File: src/sv/gesd_pkg.sv
// Shared types and constants for the gamepad event state decoder.
// No dependencies; every other file of the block imports this package.
package gesd_pkg;

	localparam int VAL_W  = 17;
	localparam int DZ_W   = 15;
	localparam int OFF_W  = 18;
	localparam int SPAN_W = 17;
	localparam int MAG_W  = 10;
	localparam int AXIS_W = 11;
	localparam int NUM_W  = 34;
	localparam int REM_W  = 27;
	localparam int DSH_W  = SPAN_W + MAG_W - 1;
	localparam int CNT_W  = 4;

	localparam logic [15:0] AXIS_CENTRE = 16'd32768;
	localparam logic [15:0] FULL_SCALE  = 16'd1023;
	localparam logic [15:0] RAW_MAX     = 16'd65535;
	localparam int unsigned AXIS_LIMIT_I = 1023;
	localparam int unsigned LIM_I =
		(int'(FULL_SCALE) > AXIS_LIMIT_I) ? AXIS_LIMIT_I : int'(FULL_SCALE);
	localparam logic [MAG_W-1:0] AXIS_LIM = MAG_W'(LIM_I);

	localparam logic [DZ_W-1:0] DEADBAND_RST = 15'd3500;
	localparam int QUEUE_DEPTH = 2;

	typedef enum logic [2:0] {
		CMD_NONE,
		CMD_FAIL,
		CMD_BUTTON,
		CMD_TRIG,
		CMD_DPAD_V,
		CMD_DPAD_H,
		CMD_AXIS
	} cmd_kind_t;

	// One classified event as it travels from the front to the back.
	typedef struct packed {
		cmd_kind_t          kind;
		logic [3:0]         idx;
		logic               pressed;
		logic [MAG_W-1:0]   level;
		logic [1:0]         dpad;
		logic               axis_low;
		logic [OFF_W-1:0]   off;
	} cmd_t;

endpackage

File: src/sv/gesd_front.sv
// Front end: accepts input events and classifies them into commands.
// Depends on gesd_pkg for the command type and axis constants.
module gesd_front (
	input  logic                 clk,
	input  logic                 arst_n,
	input  logic                 event_valid,
	output logic                 event_ready,
	input  logic [15:0]          event_type,
	input  logic [15:0]          event_code,
	input  logic signed [16:0]   event_value,
	input  logic                 read_failed,
	output logic                 cmd_valid,
	output gesd_pkg::cmd_t       cmd_data,
	input  logic                 cmd_ready
);
	import gesd_pkg::*;

	localparam logic [15:0] CODE_KEY_A      = 16'd304;
	localparam logic [15:0] CODE_KEY_B      = 16'd305;
	localparam logic [15:0] CODE_KEY_X      = 16'd306;
	localparam logic [15:0] CODE_KEY_Y      = 16'd307;
	localparam logic [15:0] CODE_KEY_LB     = 16'd308;
	localparam logic [15:0] CODE_KEY_RB     = 16'd309;
	localparam logic [15:0] CODE_KEY_SELECT = 16'd310;
	localparam logic [15:0] CODE_KEY_START  = 16'd311;
	localparam logic [15:0] CODE_KEY_LPRESS = 16'd312;
	localparam logic [15:0] CODE_KEY_RPRESS = 16'd313;
	localparam logic [15:0] CODE_KEY_HOME   = 16'd172;
	localparam logic [15:0] CODE_TRIG_L     = 16'd10;
	localparam logic [15:0] CODE_TRIG_R     = 16'd9;
	localparam logic [15:0] CODE_DPAD_V     = 16'd17;
	localparam logic [15:0] CODE_DPAD_H     = 16'd16;
	localparam logic [15:0] CODE_LSTICK_V   = 16'd1;
	localparam logic [15:0] CODE_LSTICK_H   = 16'd0;
	localparam logic [15:0] CODE_RSTICK_V   = 16'd5;
	localparam logic [15:0] CODE_RSTICK_H   = 16'd2;

	logic        valid_s1;
	cmd_t        cmd_s1;
	cmd_t        cmd_c;
	logic signed [OFF_W:0] val_x;
	logic signed [OFF_W:0] ctr_x;
	logic signed [OFF_W:0] diff_x;
	logic        low_c;

	assign val_x  = (OFF_W+1)'(event_value);
	assign ctr_x  = $signed({3'b000, AXIS_CENTRE});
	assign low_c  = val_x < ctr_x;
	assign diff_x = low_c ? (ctr_x - val_x) : (val_x - ctr_x);

	always_comb begin
		cmd_c          = '0;
		cmd_c.kind     = CMD_NONE;
		cmd_c.pressed  = event_value != '0;
		if (event_value < 0) begin
			cmd_c.level = '0;
		end else if (event_value > 17'sd1023) begin
			cmd_c.level = AXIS_LIM | MAG_W'(1023);
		end else begin
			cmd_c.level = event_value[MAG_W-1:0];
		end
		// Positive one selects the down or right flag, minus one up or left.
		if (event_value == 17'sd1) begin
			cmd_c.dpad = 2'b10;
		end else if (event_value == -17'sd1) begin
			cmd_c.dpad = 2'b01;
		end else begin
			cmd_c.dpad = 2'b00;
		end
		cmd_c.axis_low = low_c;
		cmd_c.off      = diff_x[OFF_W-1:0];
		if (read_failed) begin
			cmd_c.kind = CMD_FAIL;
		end else if (event_type != '0) begin
			unique case (event_code)
				CODE_KEY_B:      begin cmd_c.kind = CMD_BUTTON; cmd_c.idx = 4'd0;  end
				CODE_KEY_Y:      begin cmd_c.kind = CMD_BUTTON; cmd_c.idx = 4'd1;  end
				CODE_KEY_X:      begin cmd_c.kind = CMD_BUTTON; cmd_c.idx = 4'd2;  end
				CODE_KEY_A:      begin cmd_c.kind = CMD_BUTTON; cmd_c.idx = 4'd3;  end
				CODE_KEY_LB:     begin cmd_c.kind = CMD_BUTTON; cmd_c.idx = 4'd4;  end
				CODE_KEY_RB:     begin cmd_c.kind = CMD_BUTTON; cmd_c.idx = 4'd5;  end
				CODE_KEY_START:  begin cmd_c.kind = CMD_BUTTON; cmd_c.idx = 4'd6;  end
				CODE_KEY_SELECT: begin cmd_c.kind = CMD_BUTTON; cmd_c.idx = 4'd7;  end
				CODE_KEY_HOME:   begin cmd_c.kind = CMD_BUTTON; cmd_c.idx = 4'd8;  end
				CODE_KEY_LPRESS: begin cmd_c.kind = CMD_BUTTON; cmd_c.idx = 4'd9;  end
				CODE_KEY_RPRESS: begin cmd_c.kind = CMD_BUTTON; cmd_c.idx = 4'd10; end
				CODE_TRIG_L:     begin cmd_c.kind = CMD_TRIG;   cmd_c.idx = 4'd0;  end
				CODE_TRIG_R:     begin cmd_c.kind = CMD_TRIG;   cmd_c.idx = 4'd1;  end
				CODE_DPAD_V:     begin cmd_c.kind = CMD_DPAD_V; end
				CODE_DPAD_H:     begin cmd_c.kind = CMD_DPAD_H; end
				CODE_LSTICK_V:   begin cmd_c.kind = CMD_AXIS;   cmd_c.idx = 4'd0;  end
				CODE_LSTICK_H:   begin cmd_c.kind = CMD_AXIS;   cmd_c.idx = 4'd1;  end
				CODE_RSTICK_V:   begin cmd_c.kind = CMD_AXIS;   cmd_c.idx = 4'd2;  end
				CODE_RSTICK_H:   begin cmd_c.kind = CMD_AXIS;   cmd_c.idx = 4'd3;  end
				default:         begin cmd_c.kind = CMD_NONE; end
			endcase
		end
	end

	assign event_ready = !valid_s1 || cmd_ready;
	assign cmd_valid   = valid_s1;
	assign cmd_data    = cmd_s1;

	always_ff @(posedge clk or negedge arst_n) begin
		if (!arst_n) begin
			valid_s1 <= 1'b0;
		end else if (event_ready) begin
			valid_s1 <= event_valid;
		end
	end

	always_ff @(posedge clk) begin
		if (event_ready && event_valid) begin
			cmd_s1 <= cmd_c;
		end
	end

endmodule

File: src/sv/gesd_queue.sv
// Short command queue between the front end and the back end.
// Depends on gesd_pkg for the command type and queue depth.
module gesd_queue (
	input  logic            clk,
	input  logic            arst_n,
	input  logic            push_valid,
	output logic            push_ready,
	input  gesd_pkg::cmd_t  push_data,
	output logic            pop_valid,
	input  logic            pop_ready,
	output gesd_pkg::cmd_t  pop_data
);
	import gesd_pkg::*;

	localparam int PTR_W = $clog2(QUEUE_DEPTH);
	localparam int CNT_QW = $clog2(QUEUE_DEPTH + 1);

	cmd_t               mem_q [QUEUE_DEPTH];
	logic [PTR_W-1:0]   wr_ptr_q;
	logic [PTR_W-1:0]   rd_ptr_q;
	logic [CNT_QW-1:0]  count_q;
	logic               push;
	logic               pop;

	assign push_ready = count_q != CNT_QW'(QUEUE_DEPTH);
	assign pop_valid  = count_q != '0;
	assign push       = push_valid && push_ready;
	assign pop        = pop_valid && pop_ready;
	assign pop_data   = mem_q[rd_ptr_q];

	always_ff @(posedge clk or negedge arst_n) begin
		if (!arst_n) begin
			wr_ptr_q <= '0;
			rd_ptr_q <= '0;
			count_q  <= '0;
		end else begin
			if (push) begin
				wr_ptr_q <= (wr_ptr_q == PTR_W'(QUEUE_DEPTH - 1)) ? '0 : wr_ptr_q + 1'b1;
			end
			if (pop) begin
				rd_ptr_q <= (rd_ptr_q == PTR_W'(QUEUE_DEPTH - 1)) ? '0 : rd_ptr_q + 1'b1;
			end
			if (push && !pop) begin
				count_q <= count_q + 1'b1;
			end else if (pop && !push) begin
				count_q <= count_q - 1'b1;
			end
		end
	end

	always_ff @(posedge clk) begin
		if (push) begin
			mem_q[wr_ptr_q] <= push_data;
		end
	end

	a_count_bound: assert property (@(posedge clk) disable iff (!arst_n)
		count_q <= CNT_QW'(QUEUE_DEPTH))
		else $error("queue fill count beyond depth");

endmodule

File: src/sv/gesd_scale.sv
// Iterative stick axis scaler: dead zone removal, one multiply, saturation
// check and a one-bit-per-cycle restoring divide. Depends on gesd_pkg.
module gesd_scale (
	input  logic                      clk,
	input  logic                      arst_n,
	input  logic                      start,
	input  logic                      axis_low,
	input  logic [gesd_pkg::OFF_W-1:0] off,
	input  logic [gesd_pkg::DZ_W-1:0]  deadband,
	output logic                      done,
	output logic signed [gesd_pkg::AXIS_W-1:0] value
);
	import gesd_pkg::*;

	typedef enum logic [1:0] {
		S_IDLE,
		S_MUL,
		S_CHK,
		S_DIV
	} scale_state_t;

	scale_state_t       state_q;
	logic               done_q;
	logic               low_q;
	logic [OFF_W-1:0]   diff_q;
	logic [SPAN_W-1:0]  den_q;
	logic [NUM_W-1:0]   num_q;
	logic [REM_W-1:0]   cap_q;
	logic [REM_W-1:0]   rem_q;
	logic [DSH_W-1:0]   dsh_q;
	logic [CNT_W-1:0]   cnt_q;
	logic [MAG_W-1:0]   mag_q;
	logic [SPAN_W-1:0]  span_c;
	logic               fits_c;

	assign span_c = axis_low ? SPAN_W'(AXIS_CENTRE) : SPAN_W'(RAW_MAX - AXIS_CENTRE);
	assign fits_c = rem_q >= REM_W'(dsh_q);

	always_ff @(posedge clk or negedge arst_n) begin
		if (!arst_n) begin
			state_q <= S_IDLE;
			done_q  <= 1'b0;
		end else begin
			done_q <= 1'b0;
			unique case (state_q)
				S_IDLE: begin
					if (start) begin
						if (off <= OFF_W'(deadband)) begin
							done_q <= 1'b1;
						end else if (span_c <= SPAN_W'(deadband)) begin
							done_q <= 1'b1;
						end else begin
							state_q <= S_MUL;
						end
					end
				end
				S_MUL: begin
					state_q <= S_CHK;
				end
				S_CHK: begin
					if (num_q >= NUM_W'(cap_q)) begin
						done_q  <= 1'b1;
						state_q <= S_IDLE;
					end else begin
						state_q <= S_DIV;
					end
				end
				S_DIV: begin
					if (cnt_q == '0) begin
						done_q  <= 1'b1;
						state_q <= S_IDLE;
					end
				end
				default: state_q <= S_IDLE;
			endcase
		end
	end

	always_ff @(posedge clk) begin
		unique case (state_q)
			S_IDLE: begin
				if (start) begin
					low_q  <= axis_low;
					diff_q <= off - OFF_W'(deadband);
					den_q  <= span_c - SPAN_W'(deadband);
					if (off <= OFF_W'(deadband)) begin
						mag_q <= '0;
					end else begin
						mag_q <= AXIS_LIM;
					end
				end
			end
			S_MUL: begin
				num_q <= NUM_W'(FULL_SCALE) * NUM_W'(diff_q);
				cap_q <= REM_W'(AXIS_LIM) * REM_W'(den_q);
			end
			S_CHK: begin
				// Below the cap the quotient fits in MAG_W bits.
				rem_q <= num_q[REM_W-1:0];
				dsh_q <= {den_q, (MAG_W-1)'(0)};
				cnt_q <= CNT_W'(MAG_W - 1);
				if (num_q < NUM_W'(cap_q)) begin
					mag_q <= '0;
				end
			end
			S_DIV: begin
				if (fits_c) begin
					rem_q <= rem_q - REM_W'(dsh_q);
				end
				mag_q <= {mag_q[MAG_W-2:0], fits_c};
				dsh_q <= dsh_q >> 1;
				cnt_q <= cnt_q - 1'b1;
			end
			default: begin
			end
		endcase
	end

	assign done  = done_q;
	assign value = low_q ? -$signed({1'b0, mag_q}) : $signed({1'b0, mag_q});

	a_mag_limit: assert property (@(posedge clk) disable iff (!arst_n)
		done_q |-> (mag_q <= AXIS_LIM))
		else $error("scaled axis magnitude above limit");

endmodule

File: src/sv/gesd_back.sv
// Back end: holds the gamepad snapshot, executes commands from the queue
// and registers each updated snapshot for output. Depends on gesd_pkg and gesd_scale.
module gesd_back (
	input  logic                       clk,
	input  logic                       arst_n,
	input  logic [gesd_pkg::DZ_W-1:0]  deadband,
	input  logic                       cmd_valid,
	output logic                       cmd_ready,
	input  gesd_pkg::cmd_t             cmd_data,
	output logic                       result_valid,
	input  logic                       result_ready,
	output logic [10:0]                button_bits,
	output logic [9:0]                 left_trigger,
	output logic [9:0]                 right_trigger,
	output logic [3:0]                 dpad_bits,
	output logic signed [10:0]         left_vertical,
	output logic signed [10:0]         left_horizontal,
	output logic signed [10:0]         right_vertical,
	output logic signed [10:0]         right_horizontal,
	output logic                       disconnected
);
	import gesd_pkg::*;

	typedef enum logic [1:0] {
		B_IDLE,
		B_AXIS,
		B_EMIT
	} back_state_t;

	back_state_t             state_q;
	logic [10:0]             buttons_q;
	logic [MAG_W-1:0]        trig_q [2];
	logic [3:0]              dpad_q;
	logic signed [AXIS_W-1:0] axis_q [4];
	logic                    disc_q;
	logic [1:0]              aidx_q;
	logic                    rv_q;
	logic                    emit_c;
	logic                    sc_start;
	logic                    sc_done;
	logic signed [AXIS_W-1:0] sc_value;

	assign cmd_ready = state_q == B_IDLE;
	assign sc_start  = cmd_ready && cmd_valid && !disc_q && cmd_data.kind == CMD_AXIS;
	assign emit_c    = state_q == B_EMIT && (!rv_q || result_ready);

	gesd_scale u_scale (
		.clk       (clk),
		.arst_n    (arst_n),
		.start     (sc_start),
		.axis_low  (cmd_data.axis_low),
		.off       (cmd_data.off),
		.deadband  (deadband),
		.done      (sc_done),
		.value     (sc_value)
	);

	always_ff @(posedge clk or negedge arst_n) begin
		if (!arst_n) begin
			state_q          <= B_IDLE;
			buttons_q        <= '0;
			trig_q[0]        <= '0;
			trig_q[1]        <= '0;
			dpad_q           <= '0;
			for (int i = 0; i < 4; i++) begin
				axis_q[i] <= '0;
			end
			disc_q           <= 1'b0;
			aidx_q           <= '0;
			rv_q             <= 1'b0;
			button_bits      <= '0;
			left_trigger     <= '0;
			right_trigger    <= '0;
			dpad_bits        <= '0;
			left_vertical    <= '0;
			left_horizontal  <= '0;
			right_vertical   <= '0;
			right_horizontal <= '0;
			disconnected     <= 1'b0;
		end else begin
			if (emit_c) begin
				rv_q <= 1'b1;
			end else if (result_ready) begin
				rv_q <= 1'b0;
			end
			unique case (state_q)
				B_IDLE: begin
					if (cmd_valid) begin
						if (sc_start) begin
							state_q <= B_AXIS;
						end else begin
							state_q <= B_EMIT;
						end
						if (!disc_q) begin
							unique case (cmd_data.kind)
								CMD_FAIL:   disc_q <= 1'b1;
								CMD_BUTTON: buttons_q[cmd_data.idx] <= cmd_data.pressed;
								CMD_TRIG:   trig_q[cmd_data.idx[0]] <= cmd_data.level;
								CMD_DPAD_V: dpad_q[1:0] <= cmd_data.dpad;
								CMD_DPAD_H: dpad_q[3:2] <= cmd_data.dpad;
								CMD_AXIS:   aidx_q <= cmd_data.idx[1:0];
								default: begin
								end
							endcase
						end
					end
				end
				B_AXIS: begin
					if (sc_done) begin
						axis_q[aidx_q] <= sc_value;
						state_q        <= B_EMIT;
					end
				end
				B_EMIT: begin
					// The output copy lets the next command run while this result waits.
					if (emit_c) begin
						state_q          <= B_IDLE;
						button_bits      <= buttons_q;
						left_trigger     <= trig_q[0];
						right_trigger    <= trig_q[1];
						dpad_bits        <= dpad_q;
						left_vertical    <= axis_q[0];
						left_horizontal  <= axis_q[1];
						right_vertical   <= axis_q[2];
						right_horizontal <= axis_q[3];
						disconnected     <= disc_q;
					end
				end
				default: state_q <= B_IDLE;
			endcase
		end
	end

	assign result_valid = rv_q;

	a_disc_sticky: assert property (@(posedge clk) disable iff (!arst_n)
		$past(disc_q) |-> disc_q)
		else $error("disconnect flag cleared without reset");

	a_no_scale_when_disc: assert property (@(posedge clk) disable iff (!arst_n)
		disc_q |-> !sc_start)
		else $error("axis scaling started while disconnected");

endmodule

File: src/sv/gamepad_event_state_decoder_core.sv
// Top level of the gamepad event state decoder.
// Depends on gesd_pkg, gesd_front, gesd_queue and gesd_back.
//
// Usage:
// Events enter on the event channel (event_valid/event_ready) with their
// type, code, value and read_failed flag. Every accepted event produces
// exactly one transfer on the result channel (result_valid/result_ready)
// carrying the full controller snapshot after that event is applied.
// The dead zone register is written through cfg_valid/cfg_ready/cfg_data;
// cfg_ready is always high and writes are meant for idle periods only.
// Buttons, triggers, d-pad and ignored events pass through the front end
// register, the queue and the back end's emit state. Connected stick events
// also run the scaler: an offset inside the dead zone ends in its idle state,
// a saturating value after the multiply and the saturation check, and
// any other after the multiply, the check and the restoring divide. The
// front end and queue take new events while the back end is still busy.
// The front end register and a two-entry queue keep accepting events
// while the receiver stalls; once they fill, event_ready drops.
// Reset clears the snapshot and disconnect flag and sets the dead zone
// to 3500.
module gamepad_event_state_decoder_core (
	input  logic                clk,
	input  logic                arst_n,
	input  logic                event_valid,
	output logic                event_ready,
	input  logic [15:0]         event_type,
	input  logic [15:0]         event_code,
	input  logic signed [16:0]  event_value,
	input  logic                read_failed,
	input  logic                cfg_valid,
	output logic                cfg_ready,
	input  logic [14:0]         cfg_data,
	output logic                result_valid,
	input  logic                result_ready,
	output logic [10:0]         button_bits,
	output logic [9:0]          left_trigger,
	output logic [9:0]          right_trigger,
	output logic [3:0]          dpad_bits,
	output logic signed [10:0]  left_vertical,
	output logic signed [10:0]  left_horizontal,
	output logic signed [10:0]  right_vertical,
	output logic signed [10:0]  right_horizontal,
	output logic                disconnected
);
	import gesd_pkg::*;

	logic [DZ_W-1:0] deadband_q;
	logic            f_valid;
	logic            f_ready;
	cmd_t            f_data;
	logic            q_valid;
	logic            q_ready;
	cmd_t            q_data;

	assign cfg_ready = 1'b1;

	always_ff @(posedge clk or negedge arst_n) begin
		if (!arst_n) begin
			deadband_q <= DEADBAND_RST;
		end else if (cfg_valid && cfg_ready) begin
			deadband_q <= cfg_data;
		end
	end

	gesd_front u_front (
		.clk         (clk),
		.arst_n      (arst_n),
		.event_valid (event_valid),
		.event_ready (event_ready),
		.event_type  (event_type),
		.event_code  (event_code),
		.event_value (event_value),
		.read_failed (read_failed),
		.cmd_valid   (f_valid),
		.cmd_data    (f_data),
		.cmd_ready   (f_ready)
	);

	gesd_queue u_queue (
		.clk        (clk),
		.arst_n     (arst_n),
		.push_valid (f_valid),
		.push_ready (f_ready),
		.push_data  (f_data),
		.pop_valid  (q_valid),
		.pop_ready  (q_ready),
		.pop_data   (q_data)
	);

	gesd_back u_back (
		.clk              (clk),
		.arst_n           (arst_n),
		.deadband         (deadband_q),
		.cmd_valid        (q_valid),
		.cmd_ready        (q_ready),
		.cmd_data         (q_data),
		.result_valid     (result_valid),
		.result_ready     (result_ready),
		.button_bits      (button_bits),
		.left_trigger     (left_trigger),
		.right_trigger    (right_trigger),
		.dpad_bits        (dpad_bits),
		.left_vertical    (left_vertical),
		.left_horizontal  (left_horizontal),
		.right_vertical   (right_vertical),
		.right_horizontal (right_horizontal),
		.disconnected     (disconnected)
	);

endmodule

File: config.mk
export PLATFORM = sky130hd
export DESIGN_NAME = gamepad_event_state_decoder_core
export DESIGN_NICKNAME = d
export VERILOG_FILES = /design/src/sv/gesd_pkg.sv /design/src/sv/gesd_front.sv /design/src/sv/gesd_queue.sv /design/src/sv/gesd_scale.sv /design/src/sv/gesd_back.sv /design/src/sv/gamepad_event_state_decoder_core.sv
export SDC_FILE = /design/constraint.sdc
export NUM_CORES = 1
export LEC_CHECK = 0
export ABC_AREA = 1
export BUFFER_PORTS_ARGS = -buffer_cell sky130_fd_sc_hd__buf_2
export CORE_MARGIN = 2
export CORE_UTILIZATION = 60
export DETAILED_ROUTE_END_ITERATION = 12
export GPL_ROUTABILITY_DRIVEN = 0
export GPL_TIMING_DRIVEN = 0
export PLACE_DENSITY = 0.77
export REMOVE_ABC_BUFFERS = 1
export SETUP_SLACK_MARGIN = 0.02
export SYNTH_ARGS = -nofsm -noshare
export SYNTH_HDL_FRONTEND = slang
export SYNTH_SLANG_ARGS = --single-unit
File: constraint.sdc
create_clock -name clk -period 5.55 [get_ports clk]
set_input_delay 0.2775 -clock clk [delete_from_list [all_inputs] [get_ports clk]]
set_output_delay 0.2775 -clock clk [all_outputs]
set_load 0.05 [all_outputs]
==> results.json, run 1 <==
{
  "syn_avg_cell_area_um2": 9.312,
  "global_route.usage.met3_pct": 4.416,
  "post-route-min-period_ns": 5.309,
  "fin_setup_tns_ns": 0,
  "dr.first_iter.drc_count": 1828,
  "worstReg2RegEnd": "u_back.u_scale.cap_q[21]",
  "htreeDepth": 2,
  "detail_route.vias_per_cell": 5.456,
  "timing.critical_path.to_type": "flip-flop",
  "diodes": 0,
  "tritoncts": "built",
  "timing.final.hold_violations": 0,
  "final.setup_skew_ns": 0.02284,
  "r2r.worst_path.cells": 17,
  "power-per-cell-area_mw_per_mm2": 484.2,
  "netlist.top_cell.by_area": "sky130_fd_sc_hd__edfxtp_1",
  "detailed_place_hpwl_mm": 53.04,
  "dieWidth_um": 228.8,
  "crit_end": "u_back.u_scale.cap_q[21]",
  "worst_ep_required_time_ns": 5.96,
  "synth-compound-area-share_pct": 8.442,
  "irDropWorstVdd_uv": 337.7,
  "clock_tree.root_cell": "sky130_fd_sc_hd__clkbuf_16",
  "vias_in_the_first_global_route": 23228,
  "floorplan.die.height_um": 228.8,
  "wl_mm": 68.58,
  "synth.mux.area_fraction_pct": 1.036,
  "path_clk_slew_ns": 0.07,
  "critical_path_peak_fanout": 5,
  "starting_density_of_the_core_pct": 60.66,
  "max-slew-margin-rel_pct": 17.85,
  "detailedRoute.firstPassIterationCount": 6,
  "critical_path.startpoint": "u_back.u_scale.den_q[8]",
  "busiest_layer": "met2",
  "synth_ff_type": "sky130_fd_sc_hd__edfxtp_1",
  "groute.layer.met2.usage_pct": 45.89,
  "via_count_of_the_routed_design": 22655,
  "outcome": "finished clean",
  "layout.nets": 3909,
  "synth_simple_gate_area_share_pct": 15.24,
  "final_layout_size_suffix_gt1_share_pct": 9.224,
  "dominant_combinational_cell_family_by_area_after_synthesis": "adder cells",
  "port_buffers": 151,
  "synthArstFlopShare_pct": 40.60,
  "post_synth_instance_area_mm2": 0.03031,
  "cts_buffer_depth": 3,
  "max_freq_mhz": 188.4,
  "drv_slew": 0,
  "combined_global_route_utilization_of_all_metal_layers_pct": 26.76,
  "synth_top_area_share_pct": 27.25,
  "min-delay-path-class": "input port to flip-flop",
  "grt_start_max_net_pins": 113,
  "final_design_area_no_fill_mm2": 0.03374,
  "cts.sink_count": 463,
  "dp_area_mm2": 0.03187,
  "postSynthRegisterBits": 463,
  "library_cells_used_by_synthesis": 53,
  "synth_fa_ha_area_share_pct": 20.90,
  "cts_inserted_buffers": 47,
  "setup_violations": 0,
  "drt-wirelength-per-cell_um": 16.52,
  "placement_rows": 82,
  "synthXorXnorAreaFrac_pct": 3.294,
  "regToRegStartpoint": "u_back.u_scale.den_q[8]",
  "drc_errors": 0,
  "count_of_flip_flops_with_a_built_in_enable_after_synthesis": 275,
  "cp-start-kind": "flip-flop",
  "post_synth_inst_count": 3255,
  "synthTopCellsByArea": "sky130_fd_sc_hd__edfxtp_1, sky130_fd_sc_hd__dfrtp_1, sky130_fd_sc_hd__fa_1, sky130_fd_sc_hd__ha_1, sky130_fd_sc_hd__nand2_1",
  "sequential_area_share_after_synthesis_pct": 42.80,
  "grt_pass1_wl_mm": 113.6,
  "criticalPathCategory": "flip-flop to flip-flop",
  "tightest_slew_ns": 1.229,
  "antenna_found_initial": 0,
  "grt_remaining_overflow": 0,
  "reg2reg_slack_ns": 0.24,
  "dieArea_mm2": 0.05233,
  "coreArea_mm2": 0.04997,
  "pin_count": 153,
  "grt_setup_unrepaired": "yes",
  "antenna_violating_nets_post_route": 0,
  "drv.max_cap_violation_count": 0,
  "leakage_power_figure_nw": 16.22,
  "synthToLayoutAreaGrowth_pct": 11.31,
  "yosysWarningCount": 0,
  "worstPathArrival_ns": 5.71,
  "final_min_period_over_clock_period_pct": 95.66,
  "grt_met1_use_pct": 34.28,
  "clkLatencyLatePin_ns": 0.59
}
-- area by class of cell --
cell class | instances | area, um^2
clock inverter | 20 | 215.2
sequential | 463 | 12970
multi-input combinational | 2134 | 14880
clock buffer | 66 | 1355
tap | 672 | 840.8
fill | 3772 | 16230
timing repair buffer | 189 | 1192
inverter | 608 | 2283
-- repair_timing --
action / in CTS / in global routing
hold buffers: 19 / 0
hold endpoints to repair: 94 / 0
setup endpoints to repair: 0 / 6
setup buffers: 0 / 12
gates resized for setup: 0 / 1
-- layout by cell type, fill, tap and decap left out, drive strengths merged, types with 134 or more instances in the layout --
master and count:
a21oi 134, buf 170, dfrtp 181, edfxtp 275
fa 184, ha 212, inv 607, nand2 697
nor2 214, o21ai 279
-- cell families (layout without fill, tap and decap cells) --
| kind of cell | after synthesis | count (layout) |
|---|---|---|
| buffers and inverters | 658 | 883 |
| XOR/XNOR | 114 | 114 |
| flip-flops | 463 | 463 |
| AO/OA/AOI/OAI | 477 | 477 |
| adder cells (fa/ha/maj) | 396 | 396 |
| other | 1 | 1 |
| AND/OR/NAND/NOR | 1118 | 1118 |
| multiplexers | 28 | 28 |
-- cells in the mapped netlist (all sizes together), types with 15 or more instances --
cell	instances
o21ai	279
nand3	106
nand2	697
a21oi	134
xor2	75
nor3	30
clkbuf	30
o21bai	16
nand4	32
edfxtp	275
mux2	27
inv	605
xnor2	39
dfrtp	181
or2	15
buf	20
nor2	214
fa	184
ha	212
-- per-layer routing --
layer,up-vias,share of wire [%]
met5,-,0
met4,0,3.6
met3,153,6.2
met2,791,49
met1,10861,41
li1,10850,-
-- power by group --
part	switching, mW	internal, mW
combinational	5.10	2.43
sequential	0.533	5.08
clock	1.34	1.86
total	6.97	9.37
-- critical path: stages, from the launching register on --
cell and delay, ns:
sky130_fd_sc_hd__edfxtp_1 0.61, sky130_fd_sc_hd__fa_1 0.65, sky130_fd_sc_hd__inv_1 0.11, sky130_fd_sc_hd__fa_1 0.54, sky130_fd_sc_hd__inv_1 0.05, sky130_fd_sc_hd__fa_1 0.51
sky130_fd_sc_hd__fa_1 0.55, sky130_fd_sc_hd__inv_1 0.05, sky130_fd_sc_hd__fa_1 0.50, sky130_fd_sc_hd__inv_1 0.04, sky130_fd_sc_hd__ha_1 0.38, sky130_fd_sc_hd__nand2_1 0.12
sky130_fd_sc_hd__nor2_1 0.16, sky130_fd_sc_hd__inv_1 0.09, sky130_fd_sc_hd__nor3_1 0.22, sky130_fd_sc_hd__nand3_1 0.11, sky130_fd_sc_hd__o211ai_1 0.20, sky130_fd_sc_hd__xor2_1 0.22
-- sequential cells by signal (all words and copies together) (netlist names), 20 cells and up --
register / flops
u_back.u_scale.cap_q: 27
u_back.trig_q: 20
u_back.u_scale.dsh_q: 26
u_queue.mem_q: 78
u_back.axis_q: 44
u_back.u_scale.rem_q: 27
u_front.cmd_data: 39
u_back.u_scale.num_q: 28
-- worst min path at each step --
stage | start | depth (start not counted) | to | slack, ns
4_1_cts | event_value[14] | 2 | u_front.cmd_data[14] | 0.003
5_1_grt | event_value[14] | 2 | u_front.cmd_data[14] | 0.03
2_1_floorplan | arst_n | 0 | deadband_q[0] | -0.02
3_3_place_gp | u_front.cmd_data[6] | 0 | u_queue.mem_q[0][6] | 0.42
3_5_place_dp | arst_n | 1 | u_back.right_vertical[8] | 0.29
6_report | event_value[14] | 2 | u_front.cmd_data[14] | 0.03
-- per-stage QoR --
step	worst slack, ns	utilization, %	cells	total power [mW]	hold WS [ns]
global placement	-0.8404	63.40	4028	12.73	0.4232
detailed placement	0.2325	63.79	4035	13.05	0.2918
CTS	0.1766	67.32	4140	16.31	0.002652
finish	0.2409	67.52	4152	16.34	0.02877
floorplan	0.7540	-	3205	10.98	-0.01809
global route	-0.03825	67.52	4152	17.53	0.02537
(Power assumes the default switching activity.)
==> run 2: changes to the inputs <==
- GPL_TIMING_DRIVEN: 0 -> 1
==> results.json, run 2 (same netlist as run 1, synthesis figures left out) <==
{
  "outcome": "finished clean",
  "grt_met1_use_pct": 35.44,
  "sw_frac_of_total_pct": 42.52,
  "final_core_utilization_pct": 67.67,
  "antenna_violating_nets_post_route": 0,
  "wl_mm": 71.04,
  "setup_violations": 0,
  "tightest_slew_ns": 1.264,
  "pin_count": 153,
  "dr.first_iter.drc_count": 2064,
  "max-slew-margin-rel_pct": 15.55,
  "dieWidth_um": 228.8,
  "detail_route.vias_per_cell": 5.527,
  "critical_path_peak_fanout": 5,
  "hold_slack_ns": 0.03340,
  "coreArea_mm2": 0.04997,
  "final_min_period_over_clock_period_pct": 93.22,
  "layout_common_cells": "sky130_fd_sc_hd__nand2_1, sky130_fd_sc_hd__inv_1, sky130_fd_sc_hd__edfxtp_1",
  "hold_path_startpoint": "event_value[13]",
  "port_buffers": 151,
  "grt_setup_unrepaired": "no",
  "largest_register_ffs": 78,
  "htreeDepth": 2,
  "critical_path.startpoint": "u_back.u_scale.diff_q[11]",
  "drv_slew": 0,
  "layout.nets": 3910,
  "power-per-cell-area_mw_per_mm2": 495.9,
  "top_register": "u_queue.mem_q",
  "floorplan.die.height_um": 228.8,
  "leakage_power_figure_nw": 16.25,
  "numPlacedInstances": 4044,
  "drv.max_cap_violation_count": 0,
  "regToRegStartpoint": "u_back.u_scale.diff_q[11]",
  "path_clk_slew_ns": 0.06,
  "cp-start-kind": "flip-flop",
  "power.switching_mw": 7.128,
  "global_route.usage.met3_pct": 3.693,
  "placement_rows": 82,
  "drt-wirelength-per-cell_um": 17.09,
  "int_pwr_mw": 9.638,
  "via_count_of_the_routed_design": 22974,
  "min-delay-path-class": "input port to flip-flop",
  "busiest_layer": "met2",
  "final.setup_skew_ns": 0.01903,
  "groute.layer.met2.usage_pct": 46.66,
  "irDropWorstVdd_uv": 362.5,
  "drc_errors": 0,
  "timing.critical_path.to_type": "flip-flop",
  "totalPowerFinal_mw": 16.77,
  "synthToLayoutAreaGrowth_pct": 11.55,
  "tritoncts": "built",
  "fin_setup_tns_ns": 0,
  "worstPathArrival_ns": 5.57,
  "cts_inserted_buffers": 48,
  "antenna_found_initial": 2,
  "vias_in_the_first_global_route": 23370,
  "detailed_place_hpwl_mm": 54.73,
  "clock_power_share_pct": 21.0,
  "starting_density_of_the_core_pct": 60.66,
  "timing.final.hold_violations": 0,
  "final_layout_size_suffix_gt1_share_pct": 9.242,
  "grt_remaining_overflow": 0,
  "seqPwrFrac_pct": 33.3,
  "share_comb_of_total_power_pct": 45.7,
  "grt_start_max_net_pins": 108,
  "fin_cells": 4157,
  "dieArea_mm2": 0.05233,
  "final_common_cell": "sky130_fd_sc_hd__nand2_1",
  "post_cts_resize_count": 0,
  "cts.sink_count": 463,
  "detailedRoute.firstPassIterationCount": 7,
  "max_freq_mhz": 193.3,
  "worst_ep_required_time_ns": 5.95,
  "grt_pass1_wl_mm": 115.5,
  "criticalPathCategory": "flip-flop to flip-flop",
  "combined_global_route_utilization_of_all_metal_layers_pct": 27.37,
  "post-route-min-period_ns": 5.174,
  "cts_buffer_depth": 3,
  "clkLatencyLatePin_ns": 0.59,
  "clock_tree.root_cell": "sky130_fd_sc_hd__clkbuf_16"
}
[run 2: cell types whose count changed in the layout (fill, tap and decap cells not counted), moves of 2 or more]
cell / previous run / this run
sky130_fd_sc_hd__bufinv_16: 3 / 10
sky130_fd_sc_hd__clkinvlp_4: 1 / 5
sky130_fd_sc_hd__dfrtp_2: 2 / 0
sky130_fd_sc_hd__nor3_1: 24 / 26
sky130_fd_sc_hd__dfrtp_1: 179 / 181
sky130_fd_sc_hd__clkinv_2: 7 / 5
sky130_fd_sc_hd__buf_12: 4 / 0
sky130_fd_sc_hd__nor3_2: 6 / 4
sky130_fd_sc_hd__buf_4: 12 / 18
sky130_fd_sc_hd__clkbuf_1: 11 / 7
sky130_fd_sc_hd__buf_16: 2 / 0
[run 2: through the flow]
| step | setup WS, ns | area (um^2) |
|---|---|---|
| after global routing | 0.05230 | 33810 |
| final | 0.3765 | 33810 |
| after global placement | 0.5285 | 31840 |
| after CTS | 0.3763 | 33790 |
| after detailed placement | 0.3820 | 31840 |
| after floorplan | 0.7540 | 30080 |
[run 2: power by group through the flow]
stage | Sequential (mW) | Clock, mW | Combinational (mW)
after floorplan | 6.02 | 0 | 4.96
after global placement | 5.58 | 0 | 7.20
after detailed placement | 5.62 | 0 | 7.47
after CTS | 5.57 | 3.58 | 7.56
after global routing | 5.66 | 3.71 | 8.52
final | 5.58 | 3.53 | 7.66
[run 2: metal layers]
layer	part of all wire (%)	wire length (um)
met2	49	34670
met5	0	0
met3	5.9	4203
met4	4.2	2949
met1	41	29220
[run 2: path summary, 6_finish.rpt]
check / end / slack [ns] / cells after the start
max in group asynchronous: deadband_q[0] / 4.02 / 3
worst max-delay path: u_back.u_scale.num_q[14] / 0.38 / 16
worst min register to register: u_queue.mem_q[1][21] / 0.44 / 0
worst max register to register: u_back.u_scale.num_q[14] / 0.38 / 16
worst min-delay path: u_front.cmd_data[13] / 0.03 / 2
min in group asynchronous: u_back.right_vertical[9] / 0.28 / 2
[run 2: timing repair]
item	in CTS	in global routing
endpoints found under the setup margin	0	1
hold buffers	20	0
hold endpoints to repair	102	0
setup buffers	0	2
[run 2: worst max-delay path: stages (launching register included)]
cell and delay (ns):
sky130_fd_sc_hd__edfxtp_1 0.52, sky130_fd_sc_hd__fa_1 0.62, sky130_fd_sc_hd__inv_1 0.11, sky130_fd_sc_hd__fa_1 0.52, sky130_fd_sc_hd__inv_1 0.05, sky130_fd_sc_hd__fa_1 0.46
sky130_fd_sc_hd__fa_1 0.54, sky130_fd_sc_hd__inv_1 0.05, sky130_fd_sc_hd__fa_1 0.50, sky130_fd_sc_hd__inv_1 0.04, sky130_fd_sc_hd__ha_1 0.37, sky130_fd_sc_hd__nand2_1 0.14
sky130_fd_sc_hd__nor2_1 0.17, sky130_fd_sc_hd__inv_1 0.10, sky130_fd_sc_hd__nor3_1 0.31, sky130_fd_sc_hd__a21oi_1 0.17, sky130_fd_sc_hd__xnor2_1 0.29
[run 2: cell type report]
cell class,count,area [um^2]
inverter,608,2283
clock buffer,59,1294
antenna,1,2.502
multi-input combinational,2134,14860
sequential,463,12970
timing repair buffer,189,1100
fill,3777,16150
clock inverter,31,457.9
tap,672,840.8
==> run 3: changes to the inputs <==
- CORE_MARGIN: 2 -> unset
- REMOVE_ABC_BUFFERS: 1 -> unset
==> results.json, run 3 (same netlist as run 1, synthesis figures left out) <==
{
  "leakage_power_figure_nw": 16.16,
  "max-slew-margin-rel_pct": 18.04,
  "clock_power_share_pct": 19.8,
  "critical_path_peak_fanout": 4,
  "drc_errors": 0,
  "cp-start-kind": "flip-flop",
  "grt_setup_unrepaired": "no",
  "grt_remaining_overflow": 0,
  "cts.sink_count": 463,
  "detail_route.wirelength.met1_mm": 29.37,
  "sw_frac_of_total_pct": 43.04,
  "post_cts_resize_count": 0,
  "setup_violations": 0,
  "fin_setup_tns_ns": 0,
  "top_register": "u_queue.mem_q",
  "drv_slew": 0,
  "port_buffers": 151,
  "min-delay-path-class": "input port to flip-flop",
  "tritoncts": "built",
  "timing.critical_path.to_type": "flip-flop",
  "combined_global_route_utilization_of_all_metal_layers_pct": 27.79,
  "hold_buffer_count_at_cts": 19,
  "amount_of_wire_on_met3_after_detailed_routing_mm": 4.505,
  "clkLatencyLatePin_ns": 0.61,
  "antenna_found_initial": 1,
  "grt_start_max_net_pins": 138,
  "drv.max_cap_violation_count": 0,
  "max_freq_mhz": 192.2,
  "worstPathArrival_ns": 5.56,
  "detailedRoute.firstPassIterationCount": 6,
  "floorplan.die.height_um": 226.8,
  "placement_rows": 81,
  "critical_path.most_common_cell": "sky130_fd_sc_hd__nand2_1",
  "critical_path.max_stage_delay_ns": 0.63,
  "final.setup_skew_ns": 0.03804,
  "share_comb_of_total_power_pct": 46.4,
  "drt-wirelength-per-cell_um": 16.91,
  "post-route-min-period_ns": 5.202,
  "totalPowerFinal_mw": 16.46,
  "cts_inserted_buffers": 48,
  "irDropWorstVdd_uv": 336.7,
  "final_layout_size_suffix_gt1_share_pct": 8.863,
  "power-per-cell-area_mw_per_mm2": 490.0,
  "synthToLayoutAreaGrowth_pct": 10.87,
  "antenna_violating_nets_post_route": 0,
  "highest_metal_layer_used_by_the_detailed_router": "met4",
  "final_min_period_over_clock_period_pct": 93.73,
  "vias_in_the_first_global_route": 22681,
  "wl_mm": 70.04,
  "via_count_of_the_routed_design": 22855,
  "fillers": 3667,
  "pin_count": 153,
  "cts_buffer_depth": 3,
  "tightest_slew_ns": 1.226,
  "cp_cell_sequence": "inv_1 -> fa_1 -> inv_1 -> fa_1 -> inv_1 -> fa_1 -> inv_1 -> fa_1 -> inv_1 -> fa_1 -> inv_1 -> ha_1 -> a21oi_1 -> nor2_1 -> nor2_1 -> nand2_1 -> nand2_1 -> nand2_1 -> nand2_1 -> nand2_1 -> nand2_1 -> nand2_1",
  "largest_register_ffs": 78,
  "clock_tree.root_cell": "sky130_fd_sc_hd__clkbuf_16",
  "int_pwr_mw": 9.379,
  "layout_common_cells": "sky130_fd_sc_hd__nand2_1, sky130_fd_sc_hd__inv_1, sky130_fd_sc_hd__edfxtp_1",
  "final_common_cell": "sky130_fd_sc_hd__nand2_1",
  "starting_density_of_the_core_pct": 61.41,
  "outcome": "finished clean",
  "detailed_place_hpwl_mm": 54.37,
  "multi_input_area_mm2": 0.01486,
  "worst_path_max_delay_cell": "sky130_fd_sc_hd__fa_1",
  "met2RoutedLength_mm": 34.29,
  "coreArea_mm2": 0.04936,
  "dr.first_iter.drc_count": 1933,
  "worst_ep_required_time_ns": 5.90,
  "syn-num-nets": 3721,
  "layout.nets": 3902,
  "ff_latch_area_mm2": 0.01297,
  "detail_route.vias_per_cell": 5.519,
  "htreeDepth": 2,
  "criticalPathCategory": "flip-flop to flip-flop",
  "seqPwrFrac_pct": 33.8,
  "grt_pass1_wl_mm": 112.9,
  "post_cts.repair.setup_buffers": 0,
  "dieArea_mm2": 0.05142,
  "power.switching_mw": 7.086,
  "dieWidth_um": 226.8,
  "final_core_utilization_pct": 68.08,
  "path_clk_slew_ns": 0.06,
  "timing.final.hold_violations": 0
}
==> run 3: path summary, 6_finish.rpt <==
| path | start | end | slack [ns] | cells past startpoint |
|---|---|---|---|---|
| max | u_back.u_scale.diff_q[7] | u_back.u_scale.num_q[19] | 0.35 | 22 |
| min | event_value[6] | u_front.cmd_data[31] | 0.04 | 3 |
| max reg2reg | u_back.u_scale.diff_q[7] | u_back.u_scale.num_q[19] | 0.35 | 22 |
| min reg2reg | u_front.cmd_data[8] | u_queue.mem_q[0][8] | 0.45 | 0 |
| max in group asynchronous | arst_n | deadband_q[9] | 3.80 | 3 |
| min in group asynchronous | arst_n | u_back.left_horizontal[4] | 0.42 | 2 |
==> run 3: routing by layer <==
layer,track usage (%),up-vias
li1,-,10839
met1,37.49,10985
met2,46.39,879
met3,4.069,152
met4,8.740,0
met5,0,-
==> run 3: cell type report <==
cell class	instances	share of cell area [%]
Tap cell	664	2.472
Clock inverter	23	0.7186
Multi-Input combinational cell	2134	44.23
Timing Repair Buffer	181	3.087
Clock buffer	66	4.085
Antenna cell	2	0.01489
Sequential cell	463	38.60
Inverter	608	6.795
==> run 3: power by group through the flow <==
stage | Combinational, mW | Clock, mW | Sequential (mW)
after floorplan | 5.08 | 0 | 5.96
after global routing | 8.52 | 3.41 | 5.65
after detailed placement | 7.47 | 0 | 5.62
final | 7.64 | 3.25 | 5.57
after CTS | 7.55 | 3.28 | 5.57
after global placement | 7.23 | 0 | 5.57
==> run 3: worst max-delay path: cells and delay by family (launching register included) <==
| family | cells | cell delay [ns] |
|---|---|---|
| buf+inv | 6 | 0.44 |
| simple gates | 9 | 0.84 |
| flops | 1 | 0.43 |
| fa+ha+maj | 6 | 3.01 |
| compound gates | 1 | 0.24 |
==> run 3: metrics by stage <==
step	worst slack, ns	cells	hold WS, ns	area [um^2]
after floorplan	0.7540	3255	-0.01809	30310
after global placement	0.5331	4031	0.4254	31790
after detailed placement	0.3809	4031	0.4327	31790
after CTS	0.3680	4139	0.02196	33600
after global routing	0.05658	4139	0.05046	33600
final	0.3477	4141	0.03867	33600
